--- config.mk ---
export PLATFORM = sky130hd
export DESIGN_NAME = least_squares_line_fit
export DESIGN_NICKNAME = d
export VERILOG_FILES = /design/src/lslf_pkg.sv /design/src/least_squares_line_fit.sv /design/src/lslf_alu.sv
export SDC_FILE = /design/constraint.sdc
export NUM_CORES = 2
export LEC_CHECK = 0
export BUFFER_PORTS_ARGS = -buffer_cell sky130_fd_sc_hd__buf_2
export CORE_UTILIZATION = 58
export CTS_CLUSTER_DIAMETER = 30
export DETAILED_ROUTE_END_ITERATION = 7
export PLACE_DENSITY = 0.82
export SYNTH_ARGS = -nofsm -noshare
export SYNTH_HDL_FRONTEND = slang
export SYNTH_HIERARCHICAL = 1
export SYNTH_SLANG_ARGS = --single-unit
--- constraint.sdc ---
create_clock -name clk -period 8.1 [get_ports clk]
set_input_delay 2.025 -clock clk [delete_from_list [all_inputs] [get_ports clk]]
set_output_delay 2.025 -clock clk [all_outputs]
set_load 0.03 [all_outputs]
--- src/lslf_pkg.sv ---
// Shared widths, codes and unit command types of the line-fit block.
`default_nettype none

package lslf_pkg;

	// Largest number of points kept in one data set.
	localparam int MAX_POINTS = 1024;

	localparam int PT_W    = 16;  // x and y samples
	localparam int CNT_W   = 11;  // point counter
	localparam int SX_W    = 27;  // sum of x and sum of y
	localparam int SXX_W   = 41;  // sum of x squared
	localparam int SXY_W   = 42;  // sum of x times y
	localparam int VXX_W   = 51;  // n*Sxx - Sx*Sx, never negative
	localparam int ACC_W   = 68;  // accumulator, holds Sxx*Sy - Sx*Sxy
	localparam int FRAC_SH = 16;  // fraction bits added before dividing
	localparam int NUM_W   = ACC_W + FRAC_SH;
	localparam int QUO_W   = 49;  // quotient bits kept, higher ones are sticky
	localparam int DCNT_W  = $clog2(NUM_W);
	localparam int SLOPE_W = 32;
	localparam int ICEPT_W = 48;

	typedef enum logic [1:0] {
		STAT_OK    = 2'd0,
		STAT_NOPTS = 2'd1,
		STAT_ZVAR  = 2'd2,
		STAT_OVFL  = 2'd3
	} fit_status_t;

	typedef enum logic {
		OP_MUL = 1'b0,
		OP_DIV = 1'b1
	} alu_op_t;

	typedef struct packed {
		logic    start;
		alu_op_t op;
		logic    keep;    // multiply: add onto the current accumulator
		logic    negate;  // multiply: subtract the product instead
	} alu_cmd_t;

	typedef struct packed {
		logic busy;
		logic done;
	} alu_rsp_t;

endpackage

`default_nettype wire

--- src/least_squares_line_fit.sv ---
// Top level of the streaming least-squares line fit: sums, sequencer and result beat.
//
//   channel | direction | handshake            | payload
//   --------+-----------+----------------------+------------------------------------------
//   pt      | in        | pt_valid / pt_stall  | x_value, y_value, has_point, last
//   fit     | out       | fit_valid / fit_stall| slope, intercept, status, points_used
//
// An input beat without a point and without last is taken and leaves the block idle.
// A beat with a kept point sends x*x and x*y each through the shared shift-add unit,
// one multiplier bit per cycle.
// A beat with last then runs up to six wide products and two 84-step divisions on that
// same unit; pt_stall stays high for the whole time.
// The result beat sits in an output register, so a stalled fit channel only holds the
// block once the next fit is ready to be written. Reset clears all sums at once.
`default_nettype none

module least_squares_line_fit (
	input  logic                                 clk,
	input  logic                                 arst_n,
	input  logic                                 pt_valid,
	output logic                                 pt_stall,
	input  logic signed [lslf_pkg::PT_W-1:0]     x_value,
	input  logic signed [lslf_pkg::PT_W-1:0]     y_value,
	input  logic                                 has_point,
	input  logic                                 last,
	output logic                                 fit_valid,
	input  logic                                 fit_stall,
	output logic signed [lslf_pkg::SLOPE_W-1:0]  slope,
	output logic signed [lslf_pkg::ICEPT_W-1:0]  intercept,
	output logic        [1:0]                    status,
	output logic        [lslf_pkg::CNT_W-1:0]    points_used
);

	typedef enum logic [1:0] {
		S_IDLE = 2'b01,
		S_RUN  = 2'b10
	} state_t;

	// Steps of the sequencer; each one except the emit step is one unit operation.
	typedef enum logic [10:0] {
		STP_XX    = 11'b000_0000_0001,
		STP_XY    = 11'b000_0000_0010,
		STP_VXX_A = 11'b000_0000_0100,
		STP_VXX_B = 11'b000_0000_1000,
		STP_VXY_A = 11'b000_0001_0000,
		STP_VXY_B = 11'b000_0010_0000,
		STP_DIV_S = 11'b000_0100_0000,
		STP_BN_A  = 11'b000_1000_0000,
		STP_BN_B  = 11'b001_0000_0000,
		STP_DIV_I = 11'b010_0000_0000,
		STP_EMIT  = 11'b100_0000_0000
	} step_t;

	localparam int AW = lslf_pkg::ACC_W;

	state_t                                 state_q;
	step_t                                  step_q;
	logic                                   issued_q;
	logic        [lslf_pkg::CNT_W-1:0]      count_q;
	logic signed [lslf_pkg::SX_W-1:0]       sum_x_q;
	logic signed [lslf_pkg::SX_W-1:0]       sum_y_q;
	logic signed [lslf_pkg::SXX_W-1:0]      sum_xx_q;
	logic signed [lslf_pkg::SXY_W-1:0]      sum_xy_q;
	logic                                   ovf_q;
	logic                                   last_q;
	logic signed [lslf_pkg::PT_W-1:0]       x_q;
	logic signed [lslf_pkg::PT_W-1:0]       y_q;
	logic        [lslf_pkg::VXX_W-1:0]      vxx_q;
	logic        [lslf_pkg::SLOPE_W-1:0]    slope_res_q;
	lslf_pkg::fit_status_t                  stat_q;

	logic                                   fit_valid_q;
	logic signed [lslf_pkg::SLOPE_W-1:0]    slope_q;
	logic signed [lslf_pkg::ICEPT_W-1:0]    intercept_q;
	logic        [1:0]                      status_q;
	logic        [lslf_pkg::CNT_W-1:0]      points_q;

	lslf_pkg::alu_cmd_t                     alu_cmd;
	lslf_pkg::alu_rsp_t                     alu_rsp;
	logic signed [AW-1:0]                   alu_opa;
	logic signed [AW-1:0]                   alu_opb;
	logic signed [AW-1:0]                   alu_acc;
	logic        [lslf_pkg::QUO_W-1:0]      alu_quot;
	logic                                   alu_big;
	logic                                   alu_neg;

	logic                                   pt_take;
	logic                                   keep_pt;
	logic                                   emit_go;
	logic        [lslf_pkg::ICEPT_W-1:0]    slope_sat;
	logic        [lslf_pkg::ICEPT_W-1:0]    icept_sat;

	// Truncated quotient magnitude to a saturated signed field of SLOPE_W or ICEPT_W bits.
	function automatic logic [lslf_pkg::ICEPT_W-1:0] sat_quot(
		input logic [lslf_pkg::QUO_W-1:0] q,
		input logic                       big,
		input logic                       neg,
		input logic                       wide
	);
		logic [lslf_pkg::QUO_W-1:0] lim;
		logic [lslf_pkg::QUO_W-1:0] mag;
		logic [lslf_pkg::QUO_W-1:0] res;
		lim = wide ? (lslf_pkg::QUO_W'(1) << (lslf_pkg::ICEPT_W - 1))
		           : (lslf_pkg::QUO_W'(1) << (lslf_pkg::SLOPE_W - 1));
		if (neg) begin
			mag = (big || (q > lim)) ? lim : q;
			res = ~mag + lslf_pkg::QUO_W'(1);
		end else begin
			mag = (big || (q >= lim)) ? (lim - lslf_pkg::QUO_W'(1)) : q;
			res = mag;
		end
		return res[lslf_pkg::ICEPT_W-1:0];
	endfunction

	lslf_alu u_alu (
		.clk      (clk),
		.arst_n   (arst_n),
		.cmd      (alu_cmd),
		.opa      (alu_opa),
		.opb      (alu_opb),
		.rsp      (alu_rsp),
		.acc      (alu_acc),
		.quot     (alu_quot),
		.quot_big (alu_big),
		.quot_neg (alu_neg)
	);

	assign pt_stall = (state_q != S_IDLE);
	assign pt_take  = pt_valid && !pt_stall;
	assign keep_pt  = has_point && (count_q < lslf_pkg::CNT_W'(lslf_pkg::MAX_POINTS));

	// The fit may be written once the output register is free or being emptied.
	assign emit_go = (state_q == S_RUN) && (step_q == STP_EMIT) && (!fit_valid_q || !fit_stall);

	assign slope_sat = sat_quot(alu_quot, alu_big, alu_neg, 1'b0);
	assign icept_sat = sat_quot(alu_quot, alu_big, alu_neg, 1'b1);

	// Operand selection for the step in progress. Variances and numerators are built as
	// a product followed by a subtracted product on the same accumulator.
	always_comb begin
		alu_opa     = '0;
		alu_opb     = '0;
		alu_cmd     = '0;
		alu_cmd.op  = lslf_pkg::OP_MUL;
		case (step_q)
			STP_XX: begin
				alu_opa = {{(AW - lslf_pkg::PT_W){x_q[lslf_pkg::PT_W-1]}}, x_q};
				alu_opb = {{(AW - lslf_pkg::PT_W){x_q[lslf_pkg::PT_W-1]}}, x_q};
			end
			STP_XY: begin
				alu_opa = {{(AW - lslf_pkg::PT_W){x_q[lslf_pkg::PT_W-1]}}, x_q};
				alu_opb = {{(AW - lslf_pkg::PT_W){y_q[lslf_pkg::PT_W-1]}}, y_q};
			end
			STP_VXX_A: begin
				alu_opa = {{(AW - lslf_pkg::SXX_W){sum_xx_q[lslf_pkg::SXX_W-1]}}, sum_xx_q};
				alu_opb = {{(AW - lslf_pkg::CNT_W){1'b0}}, count_q};
			end
			STP_VXX_B: begin
				alu_opa = {{(AW - lslf_pkg::SX_W){sum_x_q[lslf_pkg::SX_W-1]}}, sum_x_q};
				alu_opb = {{(AW - lslf_pkg::SX_W){sum_x_q[lslf_pkg::SX_W-1]}}, sum_x_q};
				alu_cmd.keep   = 1'b1;
				alu_cmd.negate = 1'b1;
			end
			STP_VXY_A: begin
				alu_opa = {{(AW - lslf_pkg::SXY_W){sum_xy_q[lslf_pkg::SXY_W-1]}}, sum_xy_q};
				alu_opb = {{(AW - lslf_pkg::CNT_W){1'b0}}, count_q};
			end
			STP_VXY_B: begin
				alu_opa = {{(AW - lslf_pkg::SX_W){sum_y_q[lslf_pkg::SX_W-1]}}, sum_y_q};
				alu_opb = {{(AW - lslf_pkg::SX_W){sum_x_q[lslf_pkg::SX_W-1]}}, sum_x_q};
				alu_cmd.keep   = 1'b1;
				alu_cmd.negate = 1'b1;
			end
			STP_DIV_S, STP_DIV_I: begin
				// The numerator is still in the accumulator from the step before.
				alu_opa    = alu_acc;
				alu_opb    = {{(AW - lslf_pkg::VXX_W){1'b0}}, vxx_q};
				alu_cmd.op = lslf_pkg::OP_DIV;
			end
			STP_BN_A: begin
				alu_opa = {{(AW - lslf_pkg::SXX_W){sum_xx_q[lslf_pkg::SXX_W-1]}}, sum_xx_q};
				alu_opb = {{(AW - lslf_pkg::SX_W){sum_y_q[lslf_pkg::SX_W-1]}}, sum_y_q};
			end
			STP_BN_B: begin
				alu_opa = {{(AW - lslf_pkg::SXY_W){sum_xy_q[lslf_pkg::SXY_W-1]}}, sum_xy_q};
				alu_opb = {{(AW - lslf_pkg::SX_W){sum_x_q[lslf_pkg::SX_W-1]}}, sum_x_q};
				alu_cmd.keep   = 1'b1;
				alu_cmd.negate = 1'b1;
			end
			default: begin
				alu_opa = '0;
			end
		endcase
		alu_cmd.start = (state_q == S_RUN) && !issued_q && (step_q != STP_EMIT)
		                && !alu_rsp.busy;
	end

	always_ff @(posedge clk or negedge arst_n) begin
		if (!arst_n) begin
			state_q     <= S_IDLE;
			step_q      <= STP_XX;
			issued_q    <= 1'b0;
			count_q     <= '0;
			sum_x_q     <= '0;
			sum_y_q     <= '0;
			sum_xx_q    <= '0;
			sum_xy_q    <= '0;
			ovf_q       <= 1'b0;
			last_q      <= 1'b0;
			fit_valid_q <= 1'b0;
		end else begin
			if (fit_valid_q && !fit_stall) begin
				fit_valid_q <= 1'b0;
			end

			if (alu_cmd.start) begin
				issued_q <= 1'b1;
			end

			case (state_q)
				S_IDLE: begin
					if (pt_take) begin
						if (keep_pt) begin
							count_q <= count_q + lslf_pkg::CNT_W'(1);
							sum_x_q <= sum_x_q + {{(lslf_pkg::SX_W - lslf_pkg::PT_W){
							           x_value[lslf_pkg::PT_W-1]}}, x_value};
							sum_y_q <= sum_y_q + {{(lslf_pkg::SX_W - lslf_pkg::PT_W){
							           y_value[lslf_pkg::PT_W-1]}}, y_value};
							x_q     <= x_value;
							y_q     <= y_value;
							last_q  <= last;
							state_q <= S_RUN;
							step_q  <= STP_XX;
						end else begin
							if (has_point) begin
								ovf_q <= 1'b1;
							end
							if (last) begin
								state_q <= S_RUN;
								if (count_q == '0) begin
									step_q      <= STP_EMIT;
									stat_q      <= lslf_pkg::STAT_NOPTS;
									slope_res_q <= '0;
								end else begin
									step_q <= STP_VXX_A;
								end
							end
						end
					end
				end
				S_RUN: begin
					if (alu_rsp.done && issued_q) begin
						issued_q <= 1'b0;
						case (step_q)
							STP_XX: begin
								sum_xx_q <= sum_xx_q + alu_acc[lslf_pkg::SXX_W-1:0];
								step_q   <= STP_XY;
							end
							STP_XY: begin
								sum_xy_q <= sum_xy_q + alu_acc[lslf_pkg::SXY_W-1:0];
								if (last_q) begin
									step_q <= STP_VXX_A;
								end else begin
									state_q <= S_IDLE;
								end
							end
							STP_VXX_A: begin
								step_q <= STP_VXX_B;
							end
							STP_VXX_B: begin
								vxx_q <= alu_acc[lslf_pkg::VXX_W-1:0];
								if (alu_acc == '0) begin
									// All kept points share one x: no line.
									stat_q      <= lslf_pkg::STAT_ZVAR;
									slope_res_q <= '0;
									step_q      <= STP_EMIT;
								end else begin
									step_q <= STP_VXY_A;
								end
							end
							STP_VXY_A: begin
								step_q <= STP_VXY_B;
							end
							STP_VXY_B: begin
								step_q <= STP_DIV_S;
							end
							STP_DIV_S: begin
								slope_res_q <= slope_sat[lslf_pkg::SLOPE_W-1:0];
								step_q      <= STP_BN_A;
							end
							STP_BN_A: begin
								step_q <= STP_BN_B;
							end
							STP_BN_B: begin
								step_q <= STP_DIV_I;
							end
							STP_DIV_I: begin
								stat_q <= ovf_q ? lslf_pkg::STAT_OVFL : lslf_pkg::STAT_OK;
								step_q <= STP_EMIT;
							end
							default: begin
								step_q <= STP_EMIT;
							end
						endcase
					end
					if (emit_go) begin
						fit_valid_q <= 1'b1;
						state_q     <= S_IDLE;
						step_q      <= STP_XX;
						count_q     <= '0;
						sum_x_q     <= '0;
						sum_y_q     <= '0;
						sum_xx_q    <= '0;
						sum_xy_q    <= '0;
						ovf_q       <= 1'b0;
					end
				end
				default: begin
					state_q <= S_IDLE;
				end
			endcase
		end
	end

	// Result payload; the intercept quotient is still held by the unit at emit time.
	always_ff @(posedge clk) begin
		if (emit_go) begin
			slope_q  <= slope_res_q;
			status_q <= stat_q;
			points_q <= count_q;
			if ((stat_q == lslf_pkg::STAT_OK) || (stat_q == lslf_pkg::STAT_OVFL)) begin
				intercept_q <= icept_sat;
			end else begin
				intercept_q <= '0;
			end
		end
	end

	assign fit_valid   = fit_valid_q;
	assign slope       = slope_q;
	assign intercept   = intercept_q;
	assign status      = status_q;
	assign points_used = points_q;

endmodule

`default_nettype wire

--- src/lslf_alu.sv ---
// Shared shift-add multiplier and restoring divider built around one adder.
`default_nettype none

module lslf_alu (
	input  logic                                clk,
	input  logic                                arst_n,
	input  lslf_pkg::alu_cmd_t                  cmd,
	input  logic signed [lslf_pkg::ACC_W-1:0]   opa,
	input  logic signed [lslf_pkg::ACC_W-1:0]   opb,
	output lslf_pkg::alu_rsp_t                  rsp,
	output logic signed [lslf_pkg::ACC_W-1:0]   acc,
	output logic        [lslf_pkg::QUO_W-1:0]   quot,
	output logic                                quot_big,
	output logic                                quot_neg
);

	logic signed [lslf_pkg::ACC_W-1:0]  acc_q;
	logic        [lslf_pkg::ACC_W-1:0]  mc_q;
	logic        [lslf_pkg::NUM_W-1:0]  mp_q;
	logic        [lslf_pkg::QUO_W-1:0]  q_q;
	logic                               qbig_q;
	logic                               neg_q;
	lslf_pkg::alu_op_t                  op_q;
	logic                               busy_q;
	logic                               done_q;
	logic        [lslf_pkg::DCNT_W-1:0] cnt_q;

	logic [lslf_pkg::ACC_W-1:0] mag_a;
	logic [lslf_pkg::ACC_W-1:0] mag_b;
	logic [lslf_pkg::ACC_W-1:0] rem_sh;
	logic [lslf_pkg::ACC_W-1:0] add_a;
	logic [lslf_pkg::ACC_W-1:0] add_b;
	logic [lslf_pkg::ACC_W-1:0] add_s;
	logic                       add_sub;

	assign mag_a = opa[lslf_pkg::ACC_W-1] ? ($unsigned(~opa) + lslf_pkg::ACC_W'(1))
	                                      : $unsigned(opa);
	assign mag_b = opb[lslf_pkg::ACC_W-1] ? ($unsigned(~opb) + lslf_pkg::ACC_W'(1))
	                                      : $unsigned(opb);

	// The divider shifts the next numerator bit into the partial remainder.
	assign rem_sh = {acc_q[lslf_pkg::ACC_W-2:0], mp_q[lslf_pkg::NUM_W-1]};

	always_comb begin
		if (op_q == lslf_pkg::OP_DIV) begin
			add_a   = rem_sh;
			add_b   = mc_q;
			add_sub = 1'b1;
		end else begin
			add_a   = $unsigned(acc_q);
			add_b   = mc_q;
			add_sub = neg_q;
		end
	end

	assign add_s = add_a + (add_sub ? ~add_b : add_b) + lslf_pkg::ACC_W'(add_sub);

	always_ff @(posedge clk or negedge arst_n) begin
		if (!arst_n) begin
			busy_q <= 1'b0;
			done_q <= 1'b0;
			op_q   <= lslf_pkg::OP_MUL;
			cnt_q  <= '0;
		end else begin
			done_q <= 1'b0;
			if (!busy_q) begin
				if (cmd.start) begin
					busy_q <= 1'b1;
					op_q   <= cmd.op;
					cnt_q  <= '0;
					q_q    <= '0;
					qbig_q <= 1'b0;
					if (cmd.op == lslf_pkg::OP_DIV) begin
						acc_q <= '0;
						mc_q  <= mag_b;
						mp_q  <= lslf_pkg::NUM_W'(mag_a) << lslf_pkg::FRAC_SH;
						neg_q <= opa[lslf_pkg::ACC_W-1] ^ opb[lslf_pkg::ACC_W-1];
					end else begin
						if (!cmd.keep) begin
							acc_q <= '0;
						end
						mc_q  <= mag_a;
						mp_q  <= lslf_pkg::NUM_W'(mag_b);
						neg_q <= opa[lslf_pkg::ACC_W-1] ^ opb[lslf_pkg::ACC_W-1] ^ cmd.negate;
					end
				end
			end else if (op_q == lslf_pkg::OP_DIV) begin
				// One quotient bit per cycle; bits above the kept window are sticky.
				mp_q   <= mp_q << 1;
				q_q    <= {q_q[lslf_pkg::QUO_W-2:0], ~add_s[lslf_pkg::ACC_W-1]};
				qbig_q <= qbig_q | q_q[lslf_pkg::QUO_W-1];
				acc_q  <= add_s[lslf_pkg::ACC_W-1] ? $signed(rem_sh) : $signed(add_s);
				cnt_q  <= cnt_q + lslf_pkg::DCNT_W'(1);
				if (cnt_q == lslf_pkg::DCNT_W'(lslf_pkg::NUM_W - 1)) begin
					busy_q <= 1'b0;
					done_q <= 1'b1;
				end
			end else begin
				// Multiply stops as soon as no multiplier bits are left.
				if (mp_q == '0) begin
					busy_q <= 1'b0;
					done_q <= 1'b1;
				end else begin
					if (mp_q[0]) begin
						acc_q <= $signed(add_s);
					end
					mc_q <= mc_q << 1;
					mp_q <= mp_q >> 1;
				end
			end
		end
	end

	assign rsp      = '{busy: busy_q, done: done_q};
	assign acc      = acc_q;
	assign quot     = q_q;
	assign quot_big = qbig_q;
	assign quot_neg = neg_q;

endmodule

`default_nettype wire

== Word-level counts from Yosys, hierarchy flattened ==
Cells that the tools add are included.

* Output and inout port bits: 95
* Input bits: 38
* Flip-flop bits (word level): 656

* Equality and inequality tests: 39
* Add/subtract/negate cells: 12
* $lt $le $gt $ge: 5
* Bitwise operators: 10
* Reductions and logical operators: 53
* Mux-type cells: 115

{| class="wikitable"
|+ Operators by type and width
! kind !! count
|-
| two-way mux 68 bit || 17
|-
| case mux 68 bit (6 select lines) || 2
|-
| two-way mux 84 bit || 5
|-
| two-way mux 32 bit || 9
|-
| NOT 68 bit || 3
|-
| two-way mux 49 bit || 3
|-
| two-way mux 48 bit || 3
|-
| adder 68 x 1 -> 68 bit, second input constant || 2
|-
| two-way mux 27 bit || 5
|-
| case mux 32 bit (2 select lines) || 2
|-
| two-way mux 42 bit || 3
|-
| two-way mux 41 bit || 3
|-
| two-way mux 11 bit || 11
|-
| case mux 27 bit (2 select lines) || 2
|-
| case mux 11 bit (9 select lines) || 1
|-
| logical NOT 84 bit || 1
|-
| adder 68 x 1 -> 68 bit || 1
|-
| adder 68 bit || 1
|-
| logical NOT 68 bit || 1
|-
| adder 27 bit || 2
|-
| >= comparator 49 x 32 -> 1 bit, second input constant || 1
|-
| >= comparator 49 x 48 -> 1 bit, second input constant || 1
|-
| greater-than comparator 49 x 32 -> 1 bit, second input constant || 1
|-
| greater-than comparator 49 x 48 -> 1 bit, second input constant || 1
|-
| 52 further kinds || 153
|}

== Depth between registers and ports, before layout ==
* Depth in word-level cells: 9
* Mapped depth: 22
* Gate-level depth less buffers: 18

== Modules after synthesis ==
Netlist, hierarchy kept.

{| class="wikitable"
|+ Modules (own cells, without submodules)
! module !! cells an instance !! times used !! seq. area each (um^2) !! area an instance (um^2)
|-
| least_squares_line_fit || 2,635 || 1 || 10,437.5 || 24,349.6
|-
| lslf_alu || 2,377 || 1 || 8,388.0 || 21,815.9
|}

== Least setup slack after synthesis ==
Ideal clock, no wire load.

* Path kind: in2reg
* Start: input arst_n
* End: register u_alu.acc_q, in the netlist u_alu/acc[0] (enable)
* Required time: 7.665 ns
* Slack: -0.160 ns
* Cell stages on the path: 3
* Setup time: 0.435 ns
* Buffers on the path: 0
* Data arrival time: 7.825 ns
* Cell sequence: o21ai_0 nor2_1 o311a_1

* Word-level cells in the longest chain between the ends: 1

{| class="wikitable"
|+ Ends and longest elaborated chain
! what !! line !! source
|-
| start, declared || least_squares_line_fit.sv:19 || <nowiki>input logic arst_n,</nowiki>
|-
| AND reduction 5 bit (no line) || -- ||
|-
| end signal, assigned || lslf_alu.sv:92 || <nowiki>acc_q <= add_s[lslf_pkg::ACC_W-1] ? $signed(rem_sh) : $signed(add_s);</nowiki>
|-
| end signal, assigned || lslf_alu.sv:105 || <nowiki>acc_q <= $signed(add_s);</nowiki>
|-
| end, declared || lslf_alu.sv:17 || <nowiki>logic signed [lslf_pkg::ACC_W-1:0] acc_q;</nowiki>
|}

Every way passes these cells.
A chain may end at the register's enable or synchronous reset.

== Worst setup path after layout ==
* Start: register step_q[0]
* End: register u_alu.mc_q, in the netlist u_alu/add_b[60] (data pin)

* Word-level cells in the longest chain between the ends: 9
* Elaborated cells on any way between the ends: 28

{| class="wikitable"
|+ Ends and longest elaborated chain
! what !! line !! source
|-
| start, declared || least_squares_line_fit.sv:57 || <nowiki>step_t step_q;</nowiki>
|-
| start signal, assigned || least_squares_line_fit.sv:201 || <nowiki>step_q <= STP_XX;</nowiki>
|-
| start signal, assigned || least_squares_line_fit.sv:233 || <nowiki>step_q <= STP_XX;</nowiki>
|-
| start signal, assigned || least_squares_line_fit.sv:241 || <nowiki>step_q <= STP_EMIT;</nowiki>
|-
| == test 11 x 9 -> 1 bit, or another cell as far along || least_squares_line_fit.sv:145 || <nowiki>case (step_q)</nowiki>
|-
| OR reduction 2 bit (on tied branches) || -- ||
|-
| case mux 68 bit (6 select lines) * || least_squares_line_fit.sv:145 ||
|-
| named net alu_opa[8] || least_squares_line_fit.sv:80 || <nowiki>logic signed [AW-1:0] alu_opa;</nowiki>
|-
| NOT 68 bit * || lslf_alu.sv:36 || <nowiki>assign mag_a = opa[lslf_pkg::ACC_W-1] ? ($unsigned(~opa) + lslf_pkg::ACC_W'(1))</nowiki>
|-
| adder 68 x 1 -> 68 bit * || lslf_alu.sv:36 ||
|-
| two-way mux 68 bit * || lslf_alu.sv:36 ||
|-
| two-way mux 68 bit * || lslf_alu.sv:73 || <nowiki>if (cmd.op == lslf_pkg::OP_DIV) begin</nowiki>
|-
| two-way mux 68 bit * || lslf_alu.sv:67 || <nowiki>if (cmd.start) begin</nowiki>
|-
| two-way mux 68 bit * || lslf_alu.sv:66 || <nowiki>if (!busy_q) begin</nowiki>
|-
| end signal, assigned || lslf_alu.sv:75 || <nowiki>mc_q <= mag_b;</nowiki>
|-
| end signal, assigned || lslf_alu.sv:82 || <nowiki>mc_q <= mag_a;</nowiki>
|-
| end signal, assigned || lslf_alu.sv:107 || <nowiki>mc_q <= mc_q << 1;</nowiki>
|-
| end, declared || lslf_alu.sv:18 || <nowiki>logic [lslf_pkg::ACC_W-1:0] mc_q;</nowiki>
|}

Mark *: on every way through the listed nets, which the timed path passes. The rest lies on a longest branch. The select of a mux whose other input is x is not followed.

==> impl_metrics.ini <==
[layout]
multiInputGateArea_um2 = 25900
num_antenna_cells = 0
final_area_um2 = 52900
drive_gt1_share_pct = 12.0
area_growth_pct = 14.6
regArea_um2 = 18800
fillers = 6053
final_nets = 5300

[power]
p_switching_mw = 12.7
power.leakage_nw = 20.6
ir_drop_mv = 0.396
p_seq_share_pct = 24.4
power_frac_clock_pct = 22.8
p_int_mw = 14.7
power_mw = 27.4
powerDensity_nw_per_um2 = 519
comb_power_share_pct = 52.8
p_sw_share_pct = 46.3

[yosys]
yosysMostFrequentCell = nand2_1
yosysUniqueCellTypes = 93
synth_area_leaders = edfxtp_1 (31%), dfrtp_1 (9.4%), ha_1 (5.6%)
synth-edff-count = 481
synth_top_area_cell = edfxtp_1
synthTopCellsByCount = nand2_1 (591), o21ai_0 (496), edfxtp_1 (481)
synthAdderAreaFrac_pct = 5.85
syn_area_um2 = 46200
yosys-mux-area-fraction_pct = 3.75
synthFlopType = edfxtp_1
yosys_warnings = 6
synth_xor_area_share_pct = 7.32
yosysTopAreaCellShare_pct = 31.3
synth_top_family_by_area = compound AO/OA/AOI/OAI gates
synth_compound_area_share_pct = 22.5
synth_nets = 5263
yosys.area_share.simple_pct = 16.5
synth.ff_latch_count = 656
ys_seq_area_share_pct = 40.8
synthArstFlopShare_pct = 26.7
avgSynthCellArea_um2 = 9.21
syn_inst = 5012

[grt]
grt_max_degree = 186
grt_pass1_vias = 40400
antenna_found_initial = 1
groute.usage.overall_pct = 36.5
grt_pass1_wl_um = 232000
overflow = 0

[floorplanning]
die_w_um = 284
die_area_um2 = 80700
die_height_um = 284
io_pins = 133
core_um2 = 78900
rows = 103
initial_core_util_pct = 58.5

[timing]
timing.hold.ws_ps = 415
period_share_pct = 84.6
hold_viol = 0
setup_viol = 0
worst_slew_pin_slew_ps = 1400
slew_headroom_pct = 5.74
skew_ps = 73.9
rsz0062_at_grt = false
clock.fmax_mhz = 146
setup_tns_ps = 0
period_minus_slack_ps = 6850
timing.final.max_slew_violations = 0

[status]
outcome = finished, violations left
violations = DRC

[worst_setup_path]
cp_slowest_cell = o41ai_1
reg2reg_slack_ps = 1250
max_stage_delay_ps = 1130
crit_type = reg -> reg
rr_endpoint = u_alu/add_b[60]
crit_chain = nor4_1 -> nand3_1 -> nor3b_2 -> buf_4 -> inv_1 -> nand2_1 -> buf_4 -> a22oi_1 -> nand3_1 -> or4_1 -> nor3_1 -> and3_1 -> nand3_1 -> or3_1 -> o41ai_1 -> o21ai_0 -> xnor2_1 -> o221ai_1
endpoint_kind = flip-flop
startpoint = step_q[0]
reg2reg_from = step_q[0]
path_max_fanout = 35
arrival_ps = 7300
worstPathRequired_ps = 8550
cp-start-kind = flip-flop
reg2regPathDepth = 18
cp-endpoint = u_alu/add_b[60]
crit_top_cell = nand3_1

[clock_tree]
clock-sinks = 656
htree_levels = 4
clock_latency_ps = 770
clkSlewWorstSetupHoldPaths_ps = 50
cts_tree = built
post_cts_buffers = 0
clock-root-buffer = clkbuf_16
numCtsBuffers = 149
ctsLongestPathBuffers = 3
cts_resized = 0
ctsHoldBuffers = 0

[placement]
dp_hpwl_um = 104000
io_buffers = 132
placed_area_um2 = 47600
place_congestion = 1.00

[drt]
vias = 43300
wl_um = 151000
drc = 31
wl_per_cell_um = 24.3
via_per_inst = 6.95
drt_first_pass_iters = 8
postRouteAntennaNets = 0
dr.first_iter.drc_count = 6611

[run]
maxCapViolCount = 0

[hold_path]
hp-class = reg -> reg
[layer usage]
layer / up-vias / track usage [%] / share of wire (%)
li1: 19000 / - / -
met1: 20500 / 47.4 / 37
met2: 3170 / 57.4 / 45
met3: 663 / 7.63 / 11
met4: 2 / 19.2 / 6.0
met5: - / 0 / 0.0086
[critical path, delay by kind of cell, from the launching register on]
kind,cells,cell delay [ps]
DFF,1,590
buffers and inverters,3,690
xor gates and xnor gates,1,300
and+or+nand+nor,10,3040
AOI/OAI and AO/OA,4,1910
[placed cells by master (no fill, tap or decap), drive strengths merged, types with 37 or more instances in the layout]
cell type  Yosys  layout
xor2         165     165
a211oi        49      49
buf           48     191
a222oi        39      39
dfrtp        173     173
nand4         49      49
o31ai         70      70
o21ai        500     500
clkbuf       258     172
mux2i         83      83
xnor2        221     221
nor3          77      77
a221oi        56      56
nand2        591     591
nand3        191     191
clkinv         2      61
inv          100     118
a21o         140     140
nor4          68      68
edfxtp       481     481
nand2b        37      37
a21oi        347     347
a22oi         41      41
or3           57      57
and2          75      75
nor2         282     282
o22ai         43      43
mux2          80      80
o21bai        40      40
ha           208     208
[cell families (layout without fill, tap and decap cells)]
logic type | after synthesis | count (layout)
flops | 656 | 656
fa+ha+maj | 213 | 213
compound gates | 1605 | 1605
buf+inv | 408 | 571
xor+xnor | 386 | 386
simple gates | 1581 | 1581
mux | 163 | 163
[layout make-up]
class | count | area share (%)
Multi-Input combinational cell | 3948 | 49.0
Sequential cell | 656 | 35.6
Clock buffer | 171 | 7.32
Clock inverter | 106 | 2.68
Tap cell | 1050 | 2.48
Timing Repair Buffer | 192 | 2.16
Inverter | 102 | 0.733
[power groups by stage]
stage               clock, mW  combinational [mW]  sequential (mW)
global placement            0                13.5             6.61
global route             6.46                15.6             6.72
finish                   6.25                14.5             6.70
CTS                      6.27                14.0             6.60
floorplan                   0                10.5             5.90
detailed placement          0                13.8             6.62
[state kept, by name (all words and copies together), names as in the netlist, 16 cells and up]
| register | cells |
|---|---|
| u_alu/quot | 49 |
| sum_x_q | 27 |
| sum_y_q | 27 |
| slope_res_q | 32 |
| slope | 32 |
| intercept | 48 |
| sum_xx_q | 41 |
| vxx_q | 51 |
| x_q | 16 |
| u_alu/acc | 68 |
| y_q | 16 |
| u_alu/mp_q | 84 |
| sum_xy_q | 42 |
| u_alu/add_b | 68 |
[how the worst min path moves through the flow]
| stage | start | to | cells past startpoint |
|---|---|---|---|
| floorplan | slope_res_q[0] | slope[0] | 0 |
| global placement | slope_res_q[26] | slope[26] | 0 |
| detailed placement | slope_res_q[24] | slope[24] | 0 |
| CTS | slope_res_q[24] | slope[24] | 0 |
| global route | slope_res_q[24] | slope[24] | 0 |
| finish | slope_res_q[24] | slope[24] | 0 |
[per-stage QoR]
stage | util [%] | cells | setup slack, ps
3_3_place_gp | 60.4 | 5948 | 1990
2_1_floorplan | - | 5012 | 543
4_1_cts | 67.1 | 6225 | 1680
5_1_grt | 67.1 | 6225 | 1120
3_5_place_dp | 60.4 | 5948 | 1720
6_report | 67.1 | 6225 | 1250
Note: power is estimated with default switching activity, not from simulation.
